==> src/hdl/bpa_pkg.sv <==
// Shared widths, command codes and controller/datapath interface types.
package bpa_pkg;

   localparam int PAGE_W                = 12;
   localparam int LIMIT_W               = 13;
   localparam int CMD_W                 = 2;
   localparam int NUM_PAGES_DEFAULT     = 4096;
   localparam int MAP_WORD_BITS_DEFAULT = 64;
   localparam logic [LIMIT_W-1:0] LIMIT_RESET = 13'd4096;

   localparam logic [CMD_W-1:0] CMD_ALLOC   = 2'd0;
   localparam logic [CMD_W-1:0] CMD_FREE    = 2'd1;
   localparam logic [CMD_W-1:0] CMD_RESERVE = 2'd2;

   typedef struct packed {
      logic clr_step;     // write an all-used row at the word counter, advance
      logic load_req;     // capture the request, restart counters
      logic rd_en;        // read a map row
      logic rd_next;      // read row at word counter + 1 instead of the counter
      logic scan_adv;     // skip a full row
      logic scan_capture; // hold a row with a free bit
      logic wr_hit;       // write back row with the found bit set
      logic wr_fr;        // write back row with the page bit set or cleared
      logic res_echo;
      logic res_fail;
      logic res_hit;
      logic out_load;     // move result to the response register
   } ctrl_cmd_type;

   typedef struct packed {
      logic clr_last;
      logic base_ge_lim;
      logic word_full;
      logic p_ge_lim;
      logic page_oob;
      logic rsp_free;
   } dp_status_type;

endpackage

==> src/hdl/bpa_ctrl.sv <==
// Sequencer for clear, allocate scan, free/reserve and response hand-off.
module bpa_ctrl (
   input  logic                        clock,
   input  logic                        reset,
   input  logic                        req_valid,
   input  logic [bpa_pkg::CMD_W-1:0]   req_cmd,
   output logic                        req_ready,
   input  bpa_pkg::dp_status_type      status,
   output bpa_pkg::ctrl_cmd_type       cmd
);

   typedef enum logic [3:0] {
      ST_CLEAR,
      ST_IDLE,
      ST_A_START,
      ST_A_SCAN,
      ST_A_HIT,
      ST_F_RD,
      ST_F_WR,
      ST_ECHO,
      ST_DONE
   } state_type;

   state_type state_ff, state_in;

   always_ff @(posedge clock) begin
      if (reset) begin
         state_ff <= ST_CLEAR;
      end else begin
         state_ff <= state_in;
      end
   end

   assign req_ready = (state_ff == ST_IDLE);

   always_comb begin
      state_in = state_ff;
      cmd      = '0;
      case (state_ff)
         ST_CLEAR: begin
            cmd.clr_step = 1'b1;
            if (status.clr_last) begin
               state_in = ST_IDLE;
            end
         end
         ST_IDLE: begin
            if (req_valid) begin
               cmd.load_req = 1'b1;
               if (req_cmd == bpa_pkg::CMD_ALLOC) begin
                  state_in = ST_A_START;
               end else if (req_cmd == bpa_pkg::CMD_FREE ||
                            req_cmd == bpa_pkg::CMD_RESERVE) begin
                  state_in = ST_F_RD;
               end else begin
                  state_in = ST_ECHO;
               end
            end
         end
         ST_A_START: begin
            cmd.rd_en = 1'b1;
            state_in  = ST_A_SCAN;
         end
         ST_A_SCAN: begin
            // row data belongs to the word counter; next row is fetched ahead
            if (status.base_ge_lim) begin
               cmd.res_fail = 1'b1;
               state_in     = ST_DONE;
            end else if (status.word_full) begin
               cmd.scan_adv = 1'b1;
               cmd.rd_en    = 1'b1;
               cmd.rd_next  = 1'b1;
            end else begin
               cmd.scan_capture = 1'b1;
               state_in         = ST_A_HIT;
            end
         end
         ST_A_HIT: begin
            if (status.p_ge_lim) begin
               cmd.res_fail = 1'b1;
            end else begin
               cmd.wr_hit  = 1'b1;
               cmd.res_hit = 1'b1;
            end
            state_in = ST_DONE;
         end
         ST_F_RD: begin
            if (status.page_oob) begin
               cmd.res_echo = 1'b1;
               state_in     = ST_DONE;
            end else begin
               cmd.rd_en = 1'b1;
               state_in  = ST_F_WR;
            end
         end
         ST_F_WR: begin
            cmd.wr_fr    = 1'b1;
            cmd.res_echo = 1'b1;
            state_in     = ST_DONE;
         end
         ST_ECHO: begin
            cmd.res_echo = 1'b1;
            state_in     = ST_DONE;
         end
         ST_DONE: begin
            if (status.rsp_free) begin
               cmd.out_load = 1'b1;
               state_in     = ST_IDLE;
            end
         end
         default: begin
            state_in = ST_CLEAR;
         end
      endcase
   end

endmodule

==> config.mk <==
export PLATFORM = sky130hd
export DESIGN_NAME = bpa_ctrl
export DESIGN_NICKNAME = d
export VERILOG_FILES = /design/src/hdl/bpa_pkg.sv /design/src/hdl/bpa_ctrl.sv
export SDC_FILE = /design/constraint.sdc
export NUM_CORES = 1
export LEC_CHECK = 0
export ABC_CLOCK_PERIOD_IN_PS = 3250
export BUFFER_PORTS_ARGS = -buffer_cell sky130_fd_sc_hd__buf_4
export CORE_AREA = 2 2 39 41
export DETAILED_ROUTE_END_ITERATION = 7
export DIE_AREA = 0 0 41 43
export SYNTH_ARGS = -nofsm -noshare
export SYNTH_HDL_FRONTEND = slang
export SYNTH_SLANG_ARGS = --single-unit
==> constraint.sdc <==
create_clock -name clock -period 3.25 [get_ports clock]
set_input_delay 0 -clock clock [delete_from_list [all_inputs] [get_ports clock]]
set_output_delay 0 -clock clock [all_outputs]
set_load 0.02 [all_outputs]
==> summary.txt <==
Area Growth Syn to Fin: 41.5%
post-layout util: 45.3%
first-pass GRT wire length: 2060 um
maximum VDD drop: 233 uV
DIE AREA: 1760 sq um
Vias/cell: 5.11
dpl cells: 99
Slew @ Worst Pin: 0.403 ns
top cell type's share of synthesized area: 18.1%
Yosys cell types: 27
final setup fails: 0
Worst Path Required: 3.25 ns
biggest regs: state_ff: 4 flops
Final Hold Viols: 0
RSZ-0062 raised after global routing: no
CP arrival: 1.75 ns
Mapped Nets: 78
Crit path max-delay family: simple AND/OR/NAND/NOR gates
Worst Setup Start Kind: flop
clock latency on the worst-skew pair: 0.25 ns
routability congestion estimate: 0.829
largest net degree at the start of global routing: 14
Die Ht: 43 um
Avg WL per Cell: 11.4 um
cell taking the most area after synthesis: dfxtp_1
Largest stage delay, worst path: 0.53 ns
slowest stage cell, crit path: or4_4
Row Count: 14
largest family of logic cells by synthesized area: simple AND/OR/NAND/NOR gates
top cells by area, synth: dfxtp_1 18%, nor2_1 10%, inv_1 6.8%
GRT Total Usage: 17.6%
1st-iter DRT viols: 7
drt first pass iters: 4
WP buf/inv: 1
Clock Sink Count: 4
clk root buf: clkbuf_4
crit-path cells: or2_4 > or4_4 > o21ai_0 > buf_4
Starting Density: 32.0%
CP max FO: 13
ratio of cells with drive above 1 in the final layout: 34.5%
Synth Cell Area: 443 sq um
Clock Tree Buf Depth: 2
XOR/XNOR Fraction of Synth Area: 0%
register area share after synthesis: 18.1%
ant diodes: 0
CP Capture Type: output pin
register with the most flip-flops: state_ff
Hold WC Path Type: in -> reg
worst clock skew: 0.00120 ns
Final Max Slew Viols: 0
total gr overflow: 0
Reg clk slew, reported paths: 0.04 ns
count leader, synth: nor2_1
final period utilization: 53.7%
H-tree Lvls: 1
initial antenna violation count: 0
Synth Instances: 66
Post-synth EDFFs: 0
Via Count: 526
Worst slew margin: 73.1%
max reg flops: 4
Synth Area in Adders: 2.82%
crit path time final: 1.75 ns
FFs w/ async S/R, synth: 0%
DRC viols: 0
setup TNS: 0 ns
top_reg_cell synth: dfxtp_1
vias in the first global route: 481
Max-Cap Viols: 0
syn_area_per_cell: 6.71 sq um
post-DP HPWL: 891 um
f_max: 573 MHz
non-filler cells, final: 103
mux cell area share after synthesis: 2.26%
#FFs+latches synth: 4
Pwr Density: 448 nW/um^2
Die X: 41 um
DRT Wirelength: 1180 um
top cells by count, synth: 12 x nor2_1, 8 x inv_1, 5 x a21oi_1
crit path kind: reg -> out
Total Power: 0.281 mW
CTS tree: yes
Synthesis Warnings: 0
NumNets Final: 101
status: completed
post-synthesis simple-gate area fraction: 38.1%
leakage: 0.305 nW
antenna-violating nets left: 0
io pins: 24
CTS buffer count: 3
PortBufs: 23
Synth Area in Compound Gates: 22.6%
area of the core: 1380 sq um
-- stage by stage --
stage | hold slack, ns | setup WS (ns) | instance area (sq um)
after global routing | 0.0722 | 1.34 | 627
after floorplan | 0.0691 | 1.66 | 443
after global placement | 0.181 | 1.67 | 594
after detailed placement | 0.183 | 1.66 | 594
after CTS | 0.0546 | 1.49 | 627
final | 0.0653 | 1.50 | 627
-- cell usage in the layout, fill, tap and decap left out, types with 3 or more instances in the layout --
| cell type | n |
|---|---|
| clkbuf_4 | 3 |
| nor4_1 | 3 |
| a21oi_1 | 5 |
| nand2_1 | 3 |
| nor2_1 | 12 |
| dfxtp_1 | 4 |
| inv_1 | 8 |
| nand2b_1 | 3 |
| buf_4 | 23 |
| nor3b_1 | 3 |
| nor3_1 | 4 |
-- worst register-to-register path, stage by stage (launching register included) --
cell	delay, ns
dfxtp_1	0.41
or2_4	0.30
or4_4	0.53
o21ai_2	0.10
o311a_1	0.18
-- area by class of cell --
cell class	count	area [sq um]
Fill cell	157	757
Multi-Input combinational cell	48	292
Timing Repair Buffer	24	183
Sequential cell	4	80.1
Inverter	8	30.0
Clock buffer	3	22.5
Tap cell	16	20.0
-- power breakdown --
part | switching [mW] | internal, mW | leakage, nW
clock network | 0.0243 | 0.0416 | 0.0138
logic | 0.0703 | 0.0653 | 0.258
registers | 0.0224 | 0.0570 | 0.0328
-- logic make-up after synthesis --
group           count (synthesis)
buf+inv                        14
fa+ha+maj                       1
simple gates                   32
mux                             1
flops                           4
compound gates                 14
-- timing repair --
action	CTS	global route
resized for setup	0	0
setup buffers	0	0
hold endpoints to repair	2	0
setup endpoints to repair	0	0
hold buffers	1	0
-- routing by layer --
| metal | GRT usage (%) | wire length (um) | vias up |
|---|---|---|---|
| met3 | 7.85 | 95 | 5 |
| met5 | 0 | 0 | - |
| li1 | - | - | 273 |
| met4 | 10.0 | 29 | 0 |
| met2 | 22.2 | 528 | 20 |
| met1 | 23.7 | 525 | 228 |
-- final timing paths --
check | start | end | slack (ns) | depth (start not counted)
worst max register to register | state_ff[2] | state_ff[0] | 1.67 | 4
worst max-delay path | state_ff[2] | cmd[9] | 1.50 | 4
worst min-delay path | status[5] | state_ff[3] | 0.07 | 3
worst min register to register | state_ff[3] | state_ff[1] | 0.76 | 3
Power figures use the tool's default switching activity.
